## src/hdl/dfa_pkg.sv

```systemverilog
package dfa_pkg;

    localparam int LEN_W   = 10;
    localparam int TIME_W  = 32;
    localparam int CNT_W   = 8;
    localparam int BYTE_W  = 8;
    localparam int KIND_W  = 2;
    localparam int CFG_IDX_W = 2;
    localparam int CFG_DATA_W = 32;
    localparam int S_TDATA_W = 40;
    localparam int M_TDATA_W = 24;

    localparam logic [KIND_W-1:0] KIND_PAYLOAD = 2'd0;
    localparam logic [KIND_W-1:0] KIND_DONE    = 2'd1;
    localparam logic [KIND_W-1:0] KIND_ABORT   = 2'd2;

    localparam logic OP_RECEIVE = 1'b0;
    localparam logic OP_CLEAR   = 1'b1;

    localparam logic [CFG_IDX_W-1:0] REG_MAX_FRAME_LEN   = 2'd0;
    localparam logic [CFG_IDX_W-1:0] REG_BURST_WINDOW_MS = 2'd1;
    localparam logic [CFG_IDX_W-1:0] REG_BURST_LIMIT     = 2'd2;

    localparam logic [LEN_W-1:0]  RST_MAX_FRAME_LEN   = 10'd128;
    localparam logic [TIME_W-1:0] RST_BURST_WINDOW_MS = 32'd1000;
    localparam logic [CNT_W-1:0]  RST_BURST_LIMIT     = 8'd5;

    localparam logic [BYTE_W-1:0] CH_START = 8'h3C;
    localparam logic [BYTE_W-1:0] CH_END   = 8'h3E;
    localparam logic [BYTE_W-1:0] CH_CR    = 8'h0D;
    localparam logic [BYTE_W-1:0] CH_LF    = 8'h0A;
    localparam logic [BYTE_W-1:0] PRINT_LO = 8'd32;
    localparam logic [BYTE_W-1:0] PRINT_HI = 8'd126;
    localparam logic [CNT_W-1:0]  COUNT_SAT = 8'd255;

    typedef struct packed {
        logic              valid;
        logic [KIND_W-1:0] kind;
        logic [BYTE_W-1:0] data;
        logic [LEN_W-1:0]  len;
    } dfa_res_t;

    typedef struct packed {
        logic clear;
        logic malformed;
    } dfa_evt_t;

endpackage

```

## src/hdl/dfa_frame.sv

```systemverilog
module dfa_frame (
    input  logic                         aclk,
    input  logic                         aresetn,
    input  logic                         fire,
    input  logic                         op,
    input  logic [dfa_pkg::BYTE_W-1:0]   rx_byte,
    input  logic [dfa_pkg::LEN_W-1:0]    max_frame_len,
    output dfa_pkg::dfa_res_t            res,
    output dfa_pkg::dfa_evt_t            evt
);
    import dfa_pkg::*;

    logic             in_frame_reg;
    logic             in_frame_next;
    logic [LEN_W-1:0] count_reg;
    logic [LEN_W-1:0] count_next;
    logic             printable;

    assign printable = (rx_byte >= PRINT_LO) && (rx_byte <= PRINT_HI);

    always_comb begin
        res           = '0;
        evt           = '0;
        in_frame_next = in_frame_reg;
        count_next    = count_reg;
        if (op == OP_CLEAR) begin
            evt.clear = 1'b1;
        end else if (rx_byte == CH_START) begin
            in_frame_next = 1'b1;
            count_next    = '0;
            if (in_frame_reg) begin
                res.valid = 1'b1;
                res.kind  = KIND_ABORT;
            end
        end else if (!in_frame_reg) begin
            in_frame_next = 1'b0;
        end else if (rx_byte == CH_END) begin
            in_frame_next = 1'b0;
            count_next    = '0;
            res.valid     = 1'b1;
            res.kind      = KIND_DONE;
            res.len       = count_reg;
        end else if (rx_byte == CH_CR || rx_byte == CH_LF) begin
            in_frame_next = 1'b1;
        end else if (count_reg >= max_frame_len || !printable) begin
            in_frame_next = 1'b0;
            count_next    = '0;
            evt.malformed = 1'b1;
            res.valid     = 1'b1;
            res.kind      = KIND_ABORT;
        end else begin
            count_next = count_reg + LEN_W'(1);
            res.valid  = 1'b1;
            res.kind   = KIND_PAYLOAD;
            res.data   = rx_byte;
        end
    end

    always_ff @(posedge aclk) begin
        if (!aresetn) begin
            in_frame_reg <= 1'b0;
            count_reg    <= '0;
        end else if (fire) begin
            in_frame_reg <= in_frame_next;
            count_reg    <= count_next;
        end
    end

endmodule

```

## src/hdl/dfa_burst.sv

```systemverilog
module dfa_burst (
    input  logic                        aclk,
    input  logic                        aresetn,
    input  logic                        fire,
    input  dfa_pkg::dfa_evt_t           evt,
    input  logic [dfa_pkg::TIME_W-1:0]  now_ms,
    input  logic [dfa_pkg::TIME_W-1:0]  burst_window_ms,
    input  logic [dfa_pkg::CNT_W-1:0]   burst_limit,
    output logic                        recovery
);
    import dfa_pkg::*;

    logic [CNT_W-1:0]  count_reg;
    logic [CNT_W-1:0]  count_next;
    logic [TIME_W-1:0] start_reg;
    logic [TIME_W-1:0] start_next;
    logic [TIME_W-1:0] elapsed;
    logic              reopen;
    logic [CNT_W-1:0]  base;
    logic [CNT_W-1:0]  bumped;
    logic              hit;

    assign elapsed = now_ms - start_reg;
    assign reopen  = (start_reg == '0) || (elapsed > burst_window_ms);
    assign base    = reopen ? '0 : count_reg;
    assign bumped  = (base == COUNT_SAT) ? COUNT_SAT : base + CNT_W'(1);
    assign hit     = bumped >= burst_limit;
    assign recovery = evt.malformed && hit;

    always_comb begin
        count_next = count_reg;
        start_next = start_reg;
        if (evt.clear) begin
            count_next = '0;
            start_next = '0;
        end else if (evt.malformed) begin
            if (hit) begin
                count_next = '0;
                start_next = '0;
            end else begin
                count_next = bumped;
                start_next = reopen ? now_ms : start_reg;
            end
        end
    end

    always_ff @(posedge aclk) begin
        if (!aresetn) begin
            count_reg <= '0;
            start_reg <= '0;
        end else if (fire) begin
            count_reg <= count_next;
            start_reg <= start_next;
        end
    end

endmodule

```

## src/hdl/delimited_frame_assembler.sv

```systemverilog
// An accepted input transaction waits in an input register; its result is registered in a result
// register when that is free. Throughput: one item per cycle while m_tready does not hold results back;
// the two registers decouple the two sides, so a new item is taken while a finished result still waits.
// Reset (aresetn, synchronous, active low) leaves no frame open, no burst open and
// the configuration registers at their documented defaults.
module delimited_frame_assembler (
    input  logic                             aclk,
    input  logic                             aresetn,
    input  logic                             s_tvalid,
    output logic                             s_tready,
    // rx_byte [7:0], now_ms [39:8]
    input  logic [dfa_pkg::S_TDATA_W-1:0]    s_tdata,
    // operation [0]
    input  logic                             s_tuser,
    output logic                             m_tvalid,
    input  logic                             m_tready,
    // data_byte [7:0], frame_length [17:8], recovery_request [18], zero fill above
    output logic [dfa_pkg::M_TDATA_W-1:0]    m_tdata,
    // kind [1:0]
    output logic [dfa_pkg::KIND_W-1:0]       m_tuser,
    input  logic                             cfg_we,
    input  logic [dfa_pkg::CFG_IDX_W-1:0]    cfg_index,
    input  logic [dfa_pkg::CFG_DATA_W-1:0]   cfg_wdata
);
    import dfa_pkg::*;

    logic [LEN_W-1:0]  max_frame_len_reg;
    logic [TIME_W-1:0] burst_window_reg;
    logic [CNT_W-1:0]  burst_limit_reg;

    logic              in_valid_reg;
    logic              in_op_reg;
    logic [BYTE_W-1:0] in_byte_reg;
    logic [TIME_W-1:0] in_now_reg;

    logic              out_valid_reg;
    logic [KIND_W-1:0] out_kind_reg;
    logic [BYTE_W-1:0] out_data_reg;
    logic [LEN_W-1:0]  out_len_reg;
    logic              out_rec_reg;

    logic              proc_fire;
    logic              in_take;
    dfa_res_t          res;
    dfa_evt_t          evt;
    logic              recovery;

    assign proc_fire = in_valid_reg && (!out_valid_reg || m_tready);
    assign s_tready  = !in_valid_reg || proc_fire;
    assign in_take   = s_tvalid && s_tready;

    always_ff @(posedge aclk) begin
        if (!aresetn) begin
            max_frame_len_reg <= RST_MAX_FRAME_LEN;
            burst_window_reg  <= RST_BURST_WINDOW_MS;
            burst_limit_reg   <= RST_BURST_LIMIT;
        end else if (cfg_we) begin
            case (cfg_index)
                REG_MAX_FRAME_LEN:   max_frame_len_reg <= cfg_wdata[LEN_W-1:0];
                REG_BURST_WINDOW_MS: burst_window_reg  <= cfg_wdata[TIME_W-1:0];
                REG_BURST_LIMIT:     burst_limit_reg   <= cfg_wdata[CNT_W-1:0];
                default: begin
                end
            endcase
        end
    end

    always_ff @(posedge aclk) begin
        if (!aresetn) begin
            in_valid_reg <= 1'b0;
        end else if (in_take) begin
            in_valid_reg <= 1'b1;
        end else if (proc_fire) begin
            in_valid_reg <= 1'b0;
        end
    end

    always_ff @(posedge aclk) begin
        if (in_take) begin
            in_op_reg   <= s_tuser;
            in_byte_reg <= s_tdata[BYTE_W-1:0];
            in_now_reg  <= s_tdata[BYTE_W+TIME_W-1:BYTE_W];
        end
    end

    dfa_frame u_frame (
        .aclk          (aclk),
        .aresetn       (aresetn),
        .fire          (proc_fire),
        .op            (in_op_reg),
        .rx_byte       (in_byte_reg),
        .max_frame_len (max_frame_len_reg),
        .res           (res),
        .evt           (evt)
    );

    dfa_burst u_burst (
        .aclk            (aclk),
        .aresetn         (aresetn),
        .fire            (proc_fire),
        .evt             (evt),
        .now_ms          (in_now_reg),
        .burst_window_ms (burst_window_reg),
        .burst_limit     (burst_limit_reg),
        .recovery        (recovery)
    );

    always_ff @(posedge aclk) begin
        if (!aresetn) begin
            out_valid_reg <= 1'b0;
        end else if (proc_fire) begin
            out_valid_reg <= res.valid;
        end else if (m_tready) begin
            out_valid_reg <= 1'b0;
        end
    end

    always_ff @(posedge aclk) begin
        if (proc_fire) begin
            out_kind_reg <= res.kind;
            out_data_reg <= res.data;
            out_len_reg  <= res.len;
            out_rec_reg  <= recovery;
        end
    end

    assign m_tvalid = out_valid_reg;
    assign m_tuser  = out_kind_reg;
    assign m_tdata  = {(M_TDATA_W-BYTE_W-LEN_W-1)'(0), out_rec_reg, out_len_reg, out_data_reg};

`ifndef SYNTHESIS
    assert property (@(posedge aclk) disable iff (!aresetn)
        in_valid_reg && !proc_fire |=> in_valid_reg)
        else $error("Held input transaction was dropped");

    assert property (@(posedge aclk) disable iff (!aresetn)
        out_valid_reg && out_rec_reg |-> out_kind_reg == KIND_ABORT)
        else $error("Recovery request on a result that is not an abort");

    assert property (@(posedge aclk) disable iff (!aresetn)
        out_valid_reg && out_kind_reg != KIND_DONE |-> out_len_reg == '0)
        else $error("Frame length set on a result that is not a completion");

    assert property (@(posedge aclk) disable iff (!aresetn)
        out_valid_reg && out_kind_reg != KIND_PAYLOAD |-> out_data_reg == '0)
        else $error("Data byte set on a result that is not a payload byte");

    assert property (@(posedge aclk) disable iff (!aresetn)
        out_valid_reg && out_kind_reg == KIND_PAYLOAD |->
        out_data_reg >= PRINT_LO && out_data_reg <= PRINT_HI)
        else $error("Non-printable byte passed on as payload");
`endif

endmodule

```

## config.mk

```make
export PLATFORM = sky130hd
export DESIGN_NAME = delimited_frame_assembler
export DESIGN_NICKNAME = d
export VERILOG_FILES = /design/src/hdl/dfa_pkg.sv /design/src/hdl/dfa_frame.sv /design/src/hdl/dfa_burst.sv /design/src/hdl/delimited_frame_assembler.sv
export SDC_FILE = /design/constraint.sdc
export NUM_CORES = 1
export LEC_CHECK = 0
export ABC_AREA = 0
export BUFFER_PORTS_ARGS = -buffer_cell sky130_fd_sc_hd__buf_2
export CORE_MARGIN = 8
export CORE_UTILIZATION = 40
export CTS_CLUSTER_DIAMETER = 100
export DETAILED_ROUTE_END_ITERATION = 10
export PLACE_DENSITY = 0.58
export RECOVER_POWER = 25
export SLEW_MARGIN = 10
export SYNTH_ARGS = -nofsm -noshare
export SYNTH_HDL_FRONTEND = slang
export SYNTH_HIERARCHICAL = 1
export SYNTH_SLANG_ARGS = --single-unit
```

## constraint.sdc

```tcl
create_clock -name aclk -period 17.1 [get_ports aclk]
set_clock_uncertainty 0.1 [all_clocks]
set_input_delay 2.565 -clock aclk [delete_from_list [all_inputs] [get_ports aclk]]
set_output_delay 2.565 -clock aclk [all_outputs]
set_load 0.05 [all_outputs]
```

# Word level (Yosys, flattened, before mapping)
# Index checks and enable logic that the tools add are counted.
dict set report word_totals {
  reg_bits 165
  inputBits 80
  out_inout_bits 28
  wordCells 104
}
dict set report classes {
  n_addsub 3
  magnitude_cmp 5
  n_eq_ne 8
  n_mux 41
  bitwise_logic 3
  n_reduce_logical 28
}
# cell count
set op_table {}
lappend op_table {{$mux 32} 4}
lappend op_table {{$mux 10} 6}
lappend op_table {{$mux 8} 7}
lappend op_table {{$mux 21} 2}
lappend op_table {{$gt 32x32->1} 1}
lappend op_table {{$logic_not 32->1} 1}
lappend op_table {{$sub 32x32->32} 1}
lappend op_table {{$mux 18} 1}
lappend op_table {{$eq 8x4->1 const B} 2}
lappend op_table {{$eq 8x6->1 const B} 2}
lappend op_table {{$mux 1} 16}
lappend op_table {{$mux 11} 1}
lappend op_table {{$add 10x1->10 const B} 1}
lappend op_table {{$ge 10x10->1} 1}
lappend op_table {{$reduce_and 2->1} 5}
lappend op_table {{$mux 3} 3}
lappend op_table {{$add 8x1->8 const B} 1}
lappend op_table {{$eq 8x8->1 const B} 1}
lappend op_table {{$ge 8x6->1 const B} 1}
lappend op_table {{$ge 8x8->1} 1}
lappend op_table {{$le 8x7->1 const B} 1}
lappend op_table {{$reduce_bool 2->1} 4}
lappend op_table {{$reduce_or 6->1} 1}
lappend op_table {{$logic_or 1x1->1} 5}
lappend op_table {{12 further kinds} 19}

# Depth between registers and ports, before layout
dict set report depth {
  depth_word 12
  ltp_mapped 41
  ltp_nobuf 37
}

# Cells and area by module
# The synthesis kept the hierarchy.
# module n_inst cells_per_inst area_each_um2 seq_area_each_um2
set modules_own_cells {}
lappend modules_own_cells {dfa_burst 1 530 4232.8 800.8}
lappend modules_own_cells {delimited_frame_assembler 1 289 4008.8 2902.8}
lappend modules_own_cells {dfa_frame 1 142 1179.9 220.2}

# Worst setup path before layout
# OpenSTA, ideal clock, no wires.
dict set report synth_timing {
  path_type {register to register}
  start {register in_now_reg[0]}
  end {register u_burst.start_reg[0]}
  setup_time_ps 59
  arrival_ps 7655
  required_ps 16941
  setup_slack_ps 9286
  path_stages_with_launch 41
  path_buffers 4
  period_less_slack_ps 7814
  path_cell_list {edfxtp_1 > inv_1 > ha_1 > inv_1 > fa_1 > a211oi_2 > o21ai_1 > a21oi_2 > o211ai_2 > a2111o_1 > o21ai_2 > o31ai_2 > or4b_1 > nand3_1 > ha_1 > a21o_1 > a21oi_1 > o21ai_0 > [5 not listed] > ha_1 > and3_1 > nand2_1 > or2_0 > and3_1 > ha_1 > nand2b_1 > a21oi_1 > nor2b_1 > o21ai_0 > a21oi_1 > o41ai_1 > and4b_1 > clkbuf_1 > nor2b_1 > clkbuf_1 > buf_2 > a22o_1}
}
dict set report synth_between {
  elab_chain_cells 10
  elab_cells_between_ends 14
  cone_classes {add/sub (2); order compare (2); eq/ne (1); mux (6); reduce/logical (3)}
}
# element line_no
set synth_lines {}
lappend synth_lines {{from (decl)} delimited_frame_assembler.sv:34} ;# logic [TIME_W-1:0] in_now_reg;
lappend synth_lines {{from (signal assigned)} delimited_frame_assembler.sv:82} ;# in_now_reg <= s_tdata[BYTE_W+TIME_W-1:BYTE_W];
lappend synth_lines {{$sub 32x32->32} dfa_burst.sv:23} ;# assign elapsed = now_ms - start_reg;
lappend synth_lines {{$gt 32x32->1} dfa_burst.sv:24} ;# assign reopen = (start_reg == '0) || (elapsed > burst_window_ms);
lappend synth_lines {{$logic_or 1x1->1} dfa_burst.sv:24}
lappend synth_lines {{$mux 8} dfa_burst.sv:25} ;# assign base = reopen ? '0 : count_reg;
lappend synth_lines {{$add 8x1->8 / $eq 8x8->1 (equally long branches)} dfa_burst.sv:26} ;# assign bumped = (base == COUNT_SAT) ? COUNT_SAT : base + CNT_W'(1);
lappend synth_lines {{$mux 8} dfa_burst.sv:26}
lappend synth_lines {{$ge 8x8->1} dfa_burst.sv:27} ;# assign hit = bumped >= burst_limit;
lappend synth_lines {{$mux 32} dfa_burst.sv:37} ;# if (hit) begin
lappend synth_lines {{$mux 32} dfa_burst.sv:36} ;# end else if (evt.malformed) begin
lappend synth_lines {{$mux 32} dfa_burst.sv:33} ;# if (evt.clear) begin
lappend synth_lines {{to (signal assigned)} dfa_burst.sv:53} ;# start_reg <= start_next;
lappend synth_lines {{to (decl)} dfa_burst.sv:15} ;# logic [TIME_W-1:0] start_reg;
# Several ways; a longest one is shown, not always the timed one. The select of a mux whose other input is x is not followed.
# A chain may end at the register's enable or synchronous reset.

# Worst setup path in the final report
dict set report layout_timing {
  start {register in_now_reg[0]}
  end {register u_burst.start_reg[10]}
}
dict set report layout_between {
  elab_chain_cells 10
  elab_cells_between_ends 13
  cone_classes {add/sub (2); order compare (2); eq/ne (1); mux (5); reduce/logical (3)}
}
# element line_no
set layout_lines {}
lappend layout_lines {{$sub 32x32->32 *} dfa_burst.sv:23}
lappend layout_lines {{$gt 32x32->1 *} dfa_burst.sv:24}
lappend layout_lines {{$logic_or 1x1->1 *} dfa_burst.sv:24}
lappend layout_lines {{$mux 8} dfa_burst.sv:25}
lappend layout_lines {{$add 8x1->8 / $eq 8x8->1 (equally long branches)} dfa_burst.sv:26}
lappend layout_lines {{$mux 8} dfa_burst.sv:26}
lappend layout_lines {{$ge 8x8->1} dfa_burst.sv:27}
lappend layout_lines {{$mux 32} dfa_burst.sv:37}
lappend layout_lines {{$mux 32} dfa_burst.sv:36}
lappend layout_lines {{$mux 32} dfa_burst.sv:33}
# Every way passes the cells marked *; elsewhere a longest branch is shown, timed or not. The select of a mux whose other input is x is not followed.

==> summary.md <==
| Metric | Value |
|---|---|
| Least-Margin Pin Slew | `1.335 ns` |
| Routability Congestion | `0.8387` |
| CP Class | `flip-flop to flip-flop` |
| Max Fclk | `approximately 110 MHz` |
| Layout cells sized above 1 | `15.55%` |
| Post-route minimum period | `9.321 ns` |
| Die extent in y | `169.5 um` |
| ANT cells | `0` |
| Worst Path Required | `roughly 17 ns` |
| Comb pwr share | `about 15%` |
| Nets@finish | `1212` |
| Non-Filler Instances | `1380` |
| CP bufs+invs | `2` |
| Worst min-delay path class | `flip-flop to flip-flop` |
| CTS tree | `done` |
| Largest net degree at the start of global routing | `66` |
| Worst-skew pair later-pin latency | `0.43 ns` |
| Hold_buf cts | `0` |
| CP Launch Type | `flip-flop` |
| Vias in the first global route | `between 6000 and 7000` |
| Clock-pin slew on the worst setup and hold paths | `0.07 ns` |
| Pwr dens | `between 90 and 100 mW/mm^2` |
| CTS buffer count | `17` |
| Vias per cell | `5.112` |
| Pre-antenna DRT Iters | `4` |
| Drt total wl | `~21000 um` |
| Worst EP arrival | `between 9 and 10 ns` |
| # clock sinks | `165` |
| Cell family with most CP delay | `compound AO/OA/AOI/OAI gates` |
| P&R area growth vs syn | `14.16%` |
| Final Max Slew Viols | `0` |
| Fin. Hold Viols | `0` |
| Commonest non-fill, non-tap cell in the layout | `nand2_1` |
| YS warnings | `6` |
| Root Buffer Master | `clkbuf_16` |
| Placed cells | `1348` |
| Number of synthesized flops with an enable pin | `62` |
| DRT antenna net count | `0` |
| Resized Gates After CTS | `0` |
| Post-synth cell types | `75` |
| Max cap viols | `0` |
| Crit. End Element | `flip-flop` |
| Sequential share of power | `43.1%` |
| GR Util All Layers | `14.74%` |
| Lkg Pwr | `~4.4 nW` |
| Mean area per synthesized cell | `9.804 um^2` |
| Postcts setup bufs | `0` |
| Via count | `7054` |
| Core ar. | `0.02333 mm^2` |
| Ports | `108` |
| Final setup fails | `0` |
| DR WL/cell | `15.33 um` |
| Relative slew slack | `between 10% and 20%` |
| Die area | `between 0.02 and 0.03 mm^2` |
| Critical Path Fanout Max | `32` |
| Seq/Total Area, Yosys | `a little over two fifths` |
| DRC violations left | `0` |
| First-pass GRT wire length | `34330 um` |
| Clock buffer depth | `2` |
| PortBufs | `around 100` |
| Fin Setup TNS | `0 ns` |
| Initial Util | `40.38%` |
| Die Width | `169.5 um` |
| Netlist Area Pre-Place | `between 0.009 and 0.01 mm^2` |
| Async set-or-reset flop fraction in the synthesized netlist | `0%` |
| Initial DRC Count | `446` |
| NetSw | `between 200 and 300 uW` |
| CP max stage cell | `a21oi_1` |
| Post-Synthesis Cells | `961` |
| Maximum VDD drop | `0.06115 mV` |
| Switching Share | `around 27%` |
| Internal | `between 700 and 800 uW` |
| Rows | `56` |
| HPWL reported at the end of detailed placement | `15950 um` |
| Post-synth top flop | `dfxtp_1` |
| Seq cells post-synth | `165` |
| Commonest cells after routing, fill and taps aside | `nand2_1, dfxtp_1, buf_2` |
| RSZ-0062 raised after global routing | `no` |
| Initial antenna violation count | `0` |
| GR Overflow Total | `0` |
| Period Utilization, post-route | `a little over half` |
| Status | `finished clean` |
| Clock share of power | `42.0%` |
| Htree depth | `4` |
| Slowest stage delay, CP | `between 0.7 and 0.8 ns` |
==> logic make-up (layout without fill, tap and decap cells) <==
logic type               count (synthesis)  count (layout)  synth area share (%)
AO/OA/AOI/OAI                          209             209                 16.51
buffers and inverters                  139             235                 6.574
adder cells (fa/ha/maj)                 84              84                 11.24
XOR/XNOR                                37              37                 3.440
multiplexers                            45              45                 4.794
AND/OR/NAND/NOR                        280             280                 15.72
flip-flops                             165             165                 41.65
other                                    2               6               0.07971
==> final timing paths <==
check                                           from                    end  slack [ns]  cells after the start
worst min register to register  burst_window_reg[18]   burst_window_reg[18]        0.36                      2
worst max register to register         in_now_reg[0]  u_burst/start_reg[10]        7.78                     36
worst min-delay path            burst_window_reg[18]   burst_window_reg[18]        0.36                      2
worst max-delay path                   in_now_reg[0]  u_burst/start_reg[10]        7.78                     36
==> power by group through the flow <==
stage	clock network (mW)	registers, mW	logic (mW)
2_1_floorplan	0	0.441	0.108
3_3_place_gp	0	0.439	0.147
3_5_place_dp	0	0.439	0.148
4_1_cts	0.430	0.431	0.149
5_1_grt	0.445	0.433	0.167
6_report	0.420	0.431	0.149
==> cell usage after synthesis (all sizes together) (4+ instances only) <==
library cell | count | area, um^2
nor2 | 32 | 120.1
o21ai | 25 | 128.9
nand2 | 105 | 394.1
nor4 | 16 | 131.4
o211ai | 11 | 87.58
o21a | 5 | 37.54
nor3 | 11 | 66.32
nand3 | 18 | 90.09
nand4b | 8 | 70.07
mux2i | 44 | 440.4
or4 | 4 | 31.28
a21o | 27 | 202.7
clkbuf | 16 | 60.06
nand2b | 8 | 50.05
o21bai | 5 | 37.54
and3 | 4 | 25.02
a21boi | 5 | 37.54
nand4 | 16 | 100.1
xor2 | 10 | 87.58
inv | 98 | 367.9
xnor2 | 27 | 236.5
edfxtp | 62 | 1862
or3 | 4 | 25.02
nor2b | 18 | 112.6
dfxtp | 103 | 2062
a211o | 5 | 43.79
buf | 25 | 191.4
a211oi | 17 | 162.6
a22o | 37 | 324.1
a21oi | 39 | 198.9
and2 | 21 | 132.6
ha | 83 | 1039
==> tightest hold or removal path: stages, from the launching register on <==
cell and delay (ns):
dfxtp_1 0.31, nand2_1 0.05, mux2i_1 0.05
==> layer usage <==
layer	vias to the layer above	routed length [um]	GRT usage, %
met4	0	246	4.232
met3	18	776	2.698
li1	3617	-	-
met2	149	9933	24.59
met5	-	0	0
met1	3270	10200	19.22
==> stage by stage <==
step | total power, mW | setup WS [ns] | hold slack [ns] | util [%] | area, um^2
5_1_grt | 1.044 | 7.088 | 0.3706 | 46.10 | 10760
3_5_place_dp | 0.5877 | 7.944 | 0.3464 | 43.38 | 10120
4_1_cts | 1.010 | 7.868 | 0.3617 | 46.12 | 10760
6_report | 0.9993 | 7.779 | 0.3575 | 46.10 | 10760
2_1_floorplan | 0.5489 | 9.286 | 0.3347 | - | 9437
3_3_place_gp | 0.5866 | 8.267 | 0.3431 | 43.38 | 10120
==> final cells by class <==
| cell class | instances | area (um^2) |
|---|---|---|
| clock buffers | 17 | 425.4 |
| clock inverters | 15 | 215.2 |
| fillers | 2272 | 12580 |
| inverters | 98 | 367.9 |
| multi-input cells | 661 | 4896 |
| flip-flops and latches | 165 | 3924 |
| well taps | 319 | 399.1 |
| repair buffers | 105 | 528.0 |
Note: power is estimated with default switching activity, not from simulation.
